**src/rtl/core/sha_message_padder_unit_macros.svh**
```systemverilog
// Assertion macros shared by the message padder RTL.
// Depends on nothing; the including module supplies clk and rst_n.
`ifndef SHA_MESSAGE_PADDER_UNIT_MACROS_SVH
`define SHA_MESSAGE_PADDER_UNIT_MACROS_SVH

// Same-cycle implication, checked outside reset.
`define SPAD_ASSERT_NOW(label, ante, cons) \
    label: assert property (@(posedge clk) disable iff (!rst_n) (ante) |-> (cons)) \
        else $error("padder check failed");

// Next-cycle implication, checked outside reset.
`define SPAD_ASSERT_NEXT(label, ante, cons) \
    label: assert property (@(posedge clk) disable iff (!rst_n) (ante) |=> (cons)) \
        else $error("padder check failed");

`endif

```
**src/rtl/core/sha_pad_pkg.sv**
```systemverilog
// Shared widths, codes and constants of the message padder.
// Depends on nothing; used by sha_message_padder_unit.
`default_nettype none

package sha_pad_pkg;

    // Field and port widths.
    localparam int DATA_W      = 8;
    localparam int WORD_W      = 32;
    localparam int WIDX_W      = 5;
    localparam int CTRL_W      = 4;
    localparam int COUNT_W     = 128;
    localparam int OUT_TDATA_W = 48;
    localparam int CFG_IDX_W   = 2;
    localparam int CFG_DATA_W  = 2;
    localparam int CORE_MODE_W = 2;

    // Default storage size in bytes.
    localparam int MAX_BLOCK_BYTES_DEF = 128;

    // Input item kinds.
    localparam logic FUNC_DATA   = 1'b0;
    localparam logic FUNC_FINISH = 1'b1;

    // Configuration register indexes.
    localparam logic [CFG_IDX_W-1:0] CFG_BLOCK_MODE = 2'd0;
    localparam logic [CFG_IDX_W-1:0] CFG_CORE_MODE  = 2'd1;

    // Core commands carried on the last word of a block.
    localparam logic [CTRL_W-1:0] CMD_NONE = 4'd0;
    localparam logic [CTRL_W-1:0] CMD_INIT = 4'd1;
    localparam logic [CTRL_W-1:0] CMD_NEXT = 4'd2;

    // Padding marker byte.
    localparam logic [DATA_W-1:0] PAD_BYTE = 8'h80;

endpackage

`default_nettype wire

```
**src/rtl/core/sha_message_padder_unit.sv**
```systemverilog
// SHA-2 message padder: collects bytes into 64/128-byte blocks and emits 32-bit words.
// Depends on sha_pad_pkg and sha_message_padder_unit_macros.svh.
// Flow: a data byte that leaves room in the block is stored and the block stays ready; the byte
// that fills it starts the emission, each word a memory read then an output beat that waits on m_tready.
// A finish beat stores the marker, then the zero and length bytes are written, then the emission;
// if the length does not fit, an extra length block is padded and emitted as well. One item at a time.
// Reset (rst_n, asynchronous, active low) clears counters and control; the store is not.
`default_nettype none

module sha_message_padder_unit #(
    parameter int MAX_BLOCK_BYTES = sha_pad_pkg::MAX_BLOCK_BYTES_DEF
) (
    input  wire logic                                 clk,
    input  wire logic                                 rst_n,
    // Input stream: tdata = data_byte[7:0]; tuser = func.
    input  wire logic                                 s_tvalid,
    output logic                                      s_tready,
    input  wire logic [sha_pad_pkg::DATA_W-1:0]       s_tdata,
    input  wire logic                                 s_tuser,
    // Output stream: tdata = word[31:0], word_index[36:32], ctrl_code[40:37], zeros;
    // tlast = last; tuser = final_block.
    output logic                                      m_tvalid,
    input  wire logic                                 m_tready,
    output logic [sha_pad_pkg::OUT_TDATA_W-1:0]       m_tdata,
    output logic                                      m_tlast,
    output logic                                      m_tuser,
    // Configuration write port.
    input  wire logic                                 cfg_we,
    input  wire logic [sha_pad_pkg::CFG_IDX_W-1:0]    cfg_index,
    input  wire logic [sha_pad_pkg::CFG_DATA_W-1:0]   cfg_data
);

    `include "sha_message_padder_unit_macros.svh"

    localparam int   DEPTH   = MAX_BLOCK_BYTES / 4;
    localparam int   AW      = $clog2(DEPTH);
    localparam int   FW      = $clog2(MAX_BLOCK_BYTES + 1);
    localparam bit   WIDE_OK = (MAX_BLOCK_BYTES >= 128);
    localparam logic [FW-1:0] BLEN_NARROW = FW'(64);
    localparam logic [FW-1:0] BLEN_WIDE   = FW'(WIDE_OK ? 128 : 64);
    localparam logic [FW-1:0] LLEN_NARROW = FW'(8);
    localparam logic [FW-1:0] LLEN_WIDE   = FW'(16);
    localparam int   CW      = sha_pad_pkg::COUNT_W;
    localparam int   WW      = sha_pad_pkg::WORD_W;
    localparam int   XW      = sha_pad_pkg::WIDX_W;
    localparam int   KW      = sha_pad_pkg::CTRL_W;
    localparam int   BW      = sha_pad_pkg::DATA_W;

    typedef enum logic [1:0] {
        ST_IDLE,
        ST_PAD,
        ST_EMIT_RD,
        ST_EMIT_OUT
    } state_t;

    state_t                 state_reg, state_next;
    logic [FW-1:0]          fill_reg, fill_next;
    logic [CW-1:0]          count_reg, count_next;
    logic                   first_reg, first_next;
    logic                   block_mode_reg, block_mode_next;
    logic [sha_pad_pkg::CORE_MODE_W-1:0] core_mode_reg, core_mode_next;
    logic [CW-1:0]          len_sr_reg, len_sr_next;
    logic                   extra_reg, extra_next;
    logic                   fin_reg, fin_next;
    logic [XW-1:0]          widx_reg, widx_next;
    logic                   out_valid_reg, out_valid_next;
    logic [XW-1:0]          out_index_reg, out_index_next;
    logic [KW-1:0]          out_ctrl_reg, out_ctrl_next;
    logic                   out_last_reg, out_last_next;
    logic                   out_final_reg, out_final_next;
    logic [WW-1:0]          out_word_reg;

    logic [WW-1:0]          block_store_mem [DEPTH];

    logic                   wide;
    logic [FW-1:0]          blen;
    logic [FW-1:0]          llen;
    logic [FW-1:0]          len_start;
    logic [FW-1:0]          fill_inc;
    logic [XW-1:0]          words_m1;
    logic                   accept;
    logic                   mem_we;
    logic [BW-1:0]          mem_wdata;

    // Block geometry for the current mode.
    assign wide      = block_mode_reg & WIDE_OK;
    assign blen      = wide ? BLEN_WIDE : BLEN_NARROW;
    assign llen      = wide ? LLEN_WIDE : LLEN_NARROW;
    assign len_start = blen - llen;
    assign fill_inc  = fill_reg + FW'(1);
    assign words_m1  = XW'((blen >> 2) - FW'(1));
    assign accept    = s_tvalid && s_tready;

    // Byte written into the store this cycle: message byte, marker, zero or length byte.
    always_comb
    begin
        mem_we    = 1'b0;
        mem_wdata = '0;
        if (state_reg == ST_IDLE && accept)
        begin
            mem_we    = 1'b1;
            mem_wdata = (s_tuser == sha_pad_pkg::FUNC_FINISH) ? sha_pad_pkg::PAD_BYTE
                                                              : s_tdata;
        end
        else if (state_reg == ST_PAD && fill_reg != blen)
        begin
            mem_we = 1'b1;
            if (!extra_reg && fill_reg >= len_start)
            begin
                mem_wdata = len_sr_reg[CW-1 -: BW];
            end
        end
    end

    // Block store: byte-lane writes, registered word reads.
    always_ff @(posedge clk)
    begin
        if (mem_we)
        begin
            unique case (fill_reg[1:0])
                2'd0: block_store_mem[fill_reg[AW+1:2]][31:24] <= mem_wdata;
                2'd1: block_store_mem[fill_reg[AW+1:2]][23:16] <= mem_wdata;
                2'd2: block_store_mem[fill_reg[AW+1:2]][15:8]  <= mem_wdata;
                2'd3: block_store_mem[fill_reg[AW+1:2]][7:0]   <= mem_wdata;
                default: ;
            endcase
        end
        if (state_reg == ST_EMIT_RD)
        begin
            out_word_reg <= block_store_mem[widx_reg[AW-1:0]];
        end
    end

    // Sequencer next-state logic; configuration writes are to land while idle, which the block does not enforce.
    always_comb
    begin
        state_next      = state_reg;
        fill_next       = fill_reg;
        count_next      = count_reg;
        first_next      = first_reg;
        block_mode_next = block_mode_reg;
        core_mode_next  = core_mode_reg;
        len_sr_next     = len_sr_reg;
        extra_next      = extra_reg;
        fin_next        = fin_reg;
        widx_next       = widx_reg;
        out_valid_next  = out_valid_reg;
        out_index_next  = out_index_reg;
        out_ctrl_next   = out_ctrl_reg;
        out_last_next   = out_last_reg;
        out_final_next  = out_final_reg;

        unique case (state_reg)
            ST_IDLE:
            begin
                if (accept)
                begin
                    if (s_tuser == sha_pad_pkg::FUNC_DATA)
                    begin
                        count_next = count_reg + CW'(1);
                        extra_next = 1'b0;
                        if (fill_inc == blen)
                        begin
                            fill_next  = '0;
                            fin_next   = 1'b0;
                            widx_next  = '0;
                            state_next = ST_EMIT_RD;
                        end
                        else
                        begin
                            fill_next = fill_inc;
                        end
                    end
                    else
                    begin
                        // Bit length, most significant length byte at the top.
                        len_sr_next = wide ? {count_reg[CW-4:0], 3'b000}
                                           : {count_reg[60:0], 3'b000, 64'd0};
                        fill_next   = fill_inc;
                        extra_next  = (blen - fill_inc) < llen;
                        state_next  = ST_PAD;
                    end
                end
            end

            ST_PAD:
            begin
                if (fill_reg == blen)
                begin
                    fin_next   = !extra_reg;
                    widx_next  = '0;
                    state_next = ST_EMIT_RD;
                end
                else
                begin
                    if (!extra_reg && fill_reg >= len_start)
                    begin
                        len_sr_next = len_sr_reg << BW;
                    end
                    fill_next = fill_inc;
                end
            end

            ST_EMIT_RD:
            begin
                out_valid_next = 1'b1;
                out_index_next = widx_reg;
                out_last_next  = (widx_reg == words_m1);
                out_final_next = fin_reg;
                if (widx_reg == words_m1)
                begin
                    out_ctrl_next = (first_reg ? sha_pad_pkg::CMD_INIT : sha_pad_pkg::CMD_NEXT)
                                    | {core_mode_reg, 2'b00};
                end
                else
                begin
                    out_ctrl_next = sha_pad_pkg::CMD_NONE;
                end
                state_next = ST_EMIT_OUT;
            end

            ST_EMIT_OUT:
            begin
                if (m_tready)
                begin
                    out_valid_next = 1'b0;
                    if (out_last_reg)
                    begin
                        first_next = 1'b0;
                        fill_next  = '0;
                        if (fin_reg)
                        begin
                            count_next = '0;
                            first_next = 1'b1;
                            state_next = ST_IDLE;
                        end
                        else if (extra_reg)
                        begin
                            extra_next = 1'b0;
                            state_next = ST_PAD;
                        end
                        else
                        begin
                            state_next = ST_IDLE;
                        end
                    end
                    else
                    begin
                        widx_next  = widx_reg + XW'(1);
                        state_next = ST_EMIT_RD;
                    end
                end
            end

            default:
            begin
                state_next = ST_IDLE;
            end
        endcase

        // Register writes: a block mode write restarts the message.
        if (cfg_we)
        begin
            if (cfg_index == sha_pad_pkg::CFG_BLOCK_MODE)
            begin
                block_mode_next = cfg_data[0];
                fill_next       = '0;
                count_next      = '0;
                first_next      = 1'b1;
            end
            else if (cfg_index == sha_pad_pkg::CFG_CORE_MODE)
            begin
                core_mode_next = cfg_data[sha_pad_pkg::CORE_MODE_W-1:0];
            end
        end
    end

    // State and registered outputs.
    always_ff @(posedge clk or negedge rst_n)
    begin
        if (!rst_n)
        begin
            state_reg      <= ST_IDLE;
            fill_reg       <= '0;
            count_reg      <= '0;
            first_reg      <= 1'b1;
            block_mode_reg <= 1'b0;
            core_mode_reg  <= '0;
            len_sr_reg     <= '0;
            extra_reg      <= 1'b0;
            fin_reg        <= 1'b0;
            widx_reg       <= '0;
            out_valid_reg  <= 1'b0;
            out_index_reg  <= '0;
            out_ctrl_reg   <= '0;
            out_last_reg   <= 1'b0;
            out_final_reg  <= 1'b0;
        end
        else
        begin
            state_reg      <= state_next;
            fill_reg       <= fill_next;
            count_reg      <= count_next;
            first_reg      <= first_next;
            block_mode_reg <= block_mode_next;
            core_mode_reg  <= core_mode_next;
            len_sr_reg     <= len_sr_next;
            extra_reg      <= extra_next;
            fin_reg        <= fin_next;
            widx_reg       <= widx_next;
            out_valid_reg  <= out_valid_next;
            out_index_reg  <= out_index_next;
            out_ctrl_reg   <= out_ctrl_next;
            out_last_reg   <= out_last_next;
            out_final_reg  <= out_final_next;
        end
    end

    // Port drive.
    assign s_tready = (state_reg == ST_IDLE);
    assign m_tvalid = out_valid_reg;
    assign m_tdata  = {{(sha_pad_pkg::OUT_TDATA_W - WW - XW - KW){1'b0}},
                       out_ctrl_reg, out_index_reg, out_word_reg};
    assign m_tlast  = out_last_reg;
    assign m_tuser  = out_final_reg;

    // The input side is never open while a word is on offer.
    `SPAD_ASSERT_NOW(a_ready_excl_valid, s_tready, !m_tvalid)
    // An idle block always has room for the next byte.
    `SPAD_ASSERT_NOW(a_fill_in_block, state_reg == ST_IDLE, fill_reg < blen)
    // A command rides exactly on the last word of a block.
    `SPAD_ASSERT_NOW(a_ctrl_on_last, m_tvalid, m_tlast == (out_ctrl_reg != sha_pad_pkg::CMD_NONE))
    // Delivering the length block restarts the message.
    `SPAD_ASSERT_NEXT(a_final_clears, m_tvalid && m_tready && m_tlast && m_tuser,
                      count_reg == '0 && first_reg && fill_reg == '0)

endmodule

`default_nettype wire

```
**config.mk**
```make
export PLATFORM = sky130hd
export DESIGN_NAME = sha_message_padder_unit
export DESIGN_NICKNAME = d
export VERILOG_FILES = /design/src/rtl/core/sha_pad_pkg.sv /design/src/rtl/core/sha_message_padder_unit.sv
export VERILOG_INCLUDE_DIRS = /design/src /design/src/rtl/core
export SDC_FILE = /design/constraint.sdc
export NUM_CORES = 2
export LEC_CHECK = 0
export ABC_AREA = 1
export BUFFER_PORTS_ARGS = -buffer_cell sky130_fd_sc_hd__buf_2
export CAP_MARGIN = 30
export CORE_UTILIZATION = 59
export DETAILED_ROUTE_END_ITERATION = 7
export PLACE_DENSITY = 0.75
export REMOVE_ABC_BUFFERS = 1
export SLEW_MARGIN = 20
export SYNTH_ARGS = -nofsm -noshare
export SYNTH_HDL_FRONTEND = slang
export SYNTH_SLANG_ARGS = --single-unit
```
**constraint.sdc**
```tcl
create_clock -name clk -period 12.1 [get_ports clk]
set_input_delay 2.42 -clock clk [delete_from_list [all_inputs] [get_ports clk]]
set_output_delay 2.42 -clock clk [all_outputs]
set_load 0.005 [all_outputs]
```
Yosys cells after proc, flatten, opt, wreduce, memory -nomap -nowiden
Memory sizes are Yosys's and may differ from the RTL's. A register that Yosys moved wholly into a read port is not among the register bits. Cells that the tools add are included.

Bits in registers: 289. Bits in writable memories: 1024. Output and inout port bits: 52. Logic and storage cells: 149. Memories: 1.

Add/subtract/negate cells: 6. $lt $le $gt $ge: 2. Equal/unequal tests: 23. Muxes and demuxes: 80. Bitwise logic cells: 2. Reduce and logical (&&, ||, !) cells: 20.

Memory list: block_store_mem (words 32, width 32, rd ports 1, clocked after Yosys merged registers in 1, write ports 1, RTL line sha_message_padder_unit.sv:73) `logic [WW-1:0] block_store_mem [DEPTH];`.

Operators by type and width (number): $mux 128 (12); $pmux 128 s2 (2); $add 128x1->128 const B (1); $mux 8 (13); $mux 5 (7); $mux 1 (32); $pmux 8 s3 (1); $eq 8x8->1 (2); $pmux 5 s3 (1); $reduce_and 5->1 (3); $mux 2 (7); $ne 2x2->1 const B (6); $ne 2x1->1 const B (5); $add 8x1->8 const B (1); $eq 2x2->1 const B (4); $ge 8x8->1 (1); $lt 8x5->1 (1); $ne 8x8->1 (1); $pmux 2 s4 (1); $sub 8x5->8 (1); $sub 8x8->8 (1); $reduce_and 7->1 (1); $eq 2x1->1 const B (3); $logic_not 2->1 (3); 15 further kinds (23).

Longest topological paths before layout
Depth in word-level cells: 8. Mapped depth: 15.

Worst setup path after synthesis
Ideal clock, no wire load.

Path type: input -> register. Start point: in s_tvalid. End point: mem block_store_mem[0][0] in the netlist's numbering (data pin). Arrival time: 7.696 ns. Data required time: 10.902 ns. Setup slack: 3.206 ns. Stages: 3. Path buffers: 0. Path through: nand2_1 nand3_1 o21ai_0.

Word-level cells in the longest chain between the ends: 3.

Ends and longest elaborated chain: from (decl) (RTL line sha_message_padder_unit.sv:16) `input wire logic s_tvalid,`; $logic_and 1x1->1 (RTL line sha_message_padder_unit.sv:92) `assign accept = s_tvalid && s_tready;`; $logic_and 1x1->1 (RTL line sha_message_padder_unit.sv:99) `if (state_reg == ST_IDLE && accept)`; $mux 8 (RTL line sha_message_padder_unit.sv:99); net mem_wdata[0] (RTL line sha_message_padder_unit.sv:83) `logic [BW-1:0] mem_wdata;`; to (decl) (RTL line sha_message_padder_unit.sv:73).

The timed path passes the listed nets, and every way through them passes these cells.

Final worst setup path
Start point: reg block_mode_reg. End point: mem block_store_mem[10][29] in the netlist's numbering (data pin).

Word-level cells in the longest chain between the ends: 7. Elaborated cells on any way between the ends: 10.

Ends and longest elaborated chain: from (decl) (RTL line sha_message_padder_unit.sv:60) `logic block_mode_reg, block_mode_next;`; from (signal assigned) (RTL line sha_message_padder_unit.sv:305) `block_mode_reg <= block_mode_next;`; $mux 5 / $mux 8 (equally long branches) (RTL line sha_message_padder_unit.sv:88, sha_message_padder_unit.sv:87); $sub 8x5->8 (RTL line sha_message_padder_unit.sv:89) `assign len_start = blen - llen;`; $ge 8x8->1 (RTL line sha_message_padder_unit.sv:108) `if (!extra_reg && fill_reg >= len_start)`; $logic_and 1x1->1 (RTL line sha_message_padder_unit.sv:108); $mux 8 (RTL line sha_message_padder_unit.sv:108); $mux 8 * (RTL line sha_message_padder_unit.sv:105) `else if (state_reg == ST_PAD && fill_reg != blen)`; $mux 8 * (RTL line sha_message_padder_unit.sv:99); net mem_wdata[5] (RTL line sha_message_padder_unit.sv:83).

Mark *: on every way through the listed nets, which the timed path passes. The rest lies on a longest branch.

==> metrics.cfg <==
[route]
wl_per_cell_um = 25.0
routed_wl_um = 179000
drt_iter0_markers = 7119
drtPass1Iterations = 8
drtAntennaViolNets = 0
via_per_inst = 6.54
remaining_drc_errors = 0
num_vias = 46900

[clock_network]
tritoncts = yes
clock_sinks = 1339
clkSlewWorstSetupHoldPaths_ns = 0.06
cts_resized = 0
cts_setup_buffers = 0
clk_path_buf_depth = 3
cts_max_level = 4
cts-root-buf = clkbuf_16
clk_latency_ns = 0.77
cts_made_buffers = 135
cts_hold_buf = 0

[final_layout]
final_cells = 7168
fill_cells = 7730
multiInputGateArea_mm2 = 0.0190
nets = 5729
seqCellArea_mm2 = 0.0388
largest_register_ff_count = 1024
layout-drive-gt1-share_pct = 7.75
area_growth_pct = 8.93

[place]
dp_cells = 6913
place_congestion = 1.03
hpwl_um = 108000
portBuffers = 62

[timing]
report.final.slew_viol_count = 0
tightest_slew_ns = 1.11
fmax_mhz = 199
min_period_over_period_pct = 41.6
finalHoldViolations = 0
finalSetupViolCount = 0
max_slew_margin_pct = 25.8
fin_setup_tns_ns = 0
fin_worst_skew_ns = 0.0348
rsz0062_at_grt = no
finalCriticalPeriod_ns = 5.03

[synth]
ys_types = 62
synth_area_leaders = edfxtp_1 (53%), dfrtp_1 (12%), o21ai_0 (6.9%)
ys_warn_count = 0
ys_top_cells_by_count = edfxtp_1 (1056), nor2_1 (984), o21ai_0 (830), nand2_1 (639), a21oi_1 (393)
synth.most_common_cell = edfxtp_1
synth_area_per_cell_um2 = 10.3
synth_top_flop_cell = edfxtp_1
ys_seq_area_share_pct = 64.3
synth_seq_cells = 1339
synth_top_area_share_pct = 52.6
yosysTopAreaCell = edfxtp_1
synth_edf_count = 1056
synth_area_mm2 = 0.0603
synth_cells = 5838
synth-async-reset-ratio_pct = 21.1

[floorplanning]
dieArea_mm2 = 0.104
fp-row-count = 116
ioPinCount = 70
core_mm2 = 0.101
initial_core_util_pct = 59.9
die_w_um = 322
die_h_um = 322

[grt]
grt_pass1_vias = 43400
gr-usage-all-layers_pct = 34.4
grt_overflow_total = 0
grt_max_degree = 250
grt_first_pass_wirelength_um = 268000
antenna_found_initial = 3

[pwr]
intPower_mw = 9.14
pwr-share-seq_pct = 43.6
p_switching_mw = 5.54
swShare_pct = 37.7
comb_power_share_pct = 28.8
irDropWorstVdd_v = 0.000315
power.leakage_nw = 22.8
p_per_area_mw_per_mm2 = 223
total_power_mw = 14.7
clkPwrFrac_pct = 27.6

[setup_path]
r2r_start = block_mode_reg
crit_required_ns = 12.55
cp_max_fo = 67
arrival_ns = 5.48
startpoint_type = register
crit_type = register to register
end_kind = register
cp-startpoint = block_mode_reg

[job]
drv_cap = 0

[worst_hold_path]
hp-start = out_index_reg[1]
hold_path.class = register to register

[run_status]
status = completed

==> worst paths after layout <==
| check | end | slack (ns) | cells after the start |
|---|---|---|---|
| max in group asynchronous | count_reg[92] | 8.84 | 2 |
| min | out_index_reg[1] | 0.48 | 2 |
| max reg2reg | block_store_mem[10][29] | 7.07 | 12 |
| min reg2reg | out_index_reg[1] | 0.48 | 2 |
| min in group asynchronous | len_sr_reg[99] | 1.70 | 1 |
| max | block_store_mem[10][29] | 7.07 | 12 |
==> routing by layer <==
metal / GRT usage, % / vias up / wire, um
met5: 0 / - / 60
met4: 17.3 / 10 / 9800
met3: 8.36 / 576 / 22100
met2: 50.8 / 3151 / 79700
met1: 47.8 / 22500 / 67600
li1: - / 20600 / -
==> cell families (layout without fill, tap and decap cells) <==
| group | after synthesis | in the layout | share of synthesized area, % |
|---|---|---|---|
| xor gates and xnor gates | 21 | 21 | 0.340 |
| DFF | 1339 | 1339 | 64.3 |
| buffers and inverters | 666 | 628 | 4.46 |
| AOI/OAI and AO/OA | 1677 | 1677 | 15.5 |
| adders and majority gates | 15 | 15 | 0.311 |
| other | 1 | 12 | 0.00622 |
| and+or+nand+nor | 2119 | 2119 | 15.1 |
==> cell type report <==
class,instances,share of cell area [%]
Antenna cell,5,0.0190
Clock buffer,181,5.56
Clock inverter,66,0.882
Inverter,260,1.51
Multi-Input combinational cell,3839,28.9
Sequential cell,1339,59.1
Tap cell,1357,2.58
Timing Repair Buffer,121,1.45
==> worst max-delay path, stage by stage, from the launching register on <==
cell     delay (ns)
dfrtp_4        0.78
inv_2          0.45
ha_1           0.41
nand2_1        0.05
o21ai_0        0.20
nand4_1        0.13
nand2_1        0.14
nand2_1        0.11
inv_1          0.08
nand3_1        0.51
o21ai_4        0.31
buf_4          0.74
buf_4          0.71
==> placed cells by master, fill, tap and decap left out, types with 74 or more instances in the layout <==
master / synthesis / layout
o22ai_1: 171 / 171
nand3_1: 254 / 254
dfrtp_1: 282 / 277
o21ai_0: 830 / 823
a21oi_1: 393 / 392
clkbuf_16: 0 / 138
inv_1: 242 / 237
o221ai_1: 77 / 77
nor2_1: 984 / 982
nand2_1: 639 / 635
edfxtp_1: 1056 / 1056
nand4_1: 74 / 74
==> power by group through the flow <==
stage | clock network, mW | logic [mW] | registers (mW)
finish | 4.05 | 4.23 | 6.40
global route | 4.24 | 4.61 | 6.43
CTS | 4.06 | 4.11 | 6.35
detailed placement | 0 | 4.09 | 6.44
global placement | 0 | 3.95 | 6.43
floorplan | 0 | 2.84 | 6.25
==> through the flow <==
step	hold WS (ns)	area [um^2]	worst slack [ns]	util (%)
floorplan	0.449	58600	-10.55	-
CTS	0.484	65600	7.17	65.1
global route	0.504	65700	6.81	65.2
detailed placement	0.469	61400	6.49	60.9
finish	0.480	65700	7.07	65.2
global placement	0.464	61300	6.59	60.8
Power figures use the tool's default switching activity.
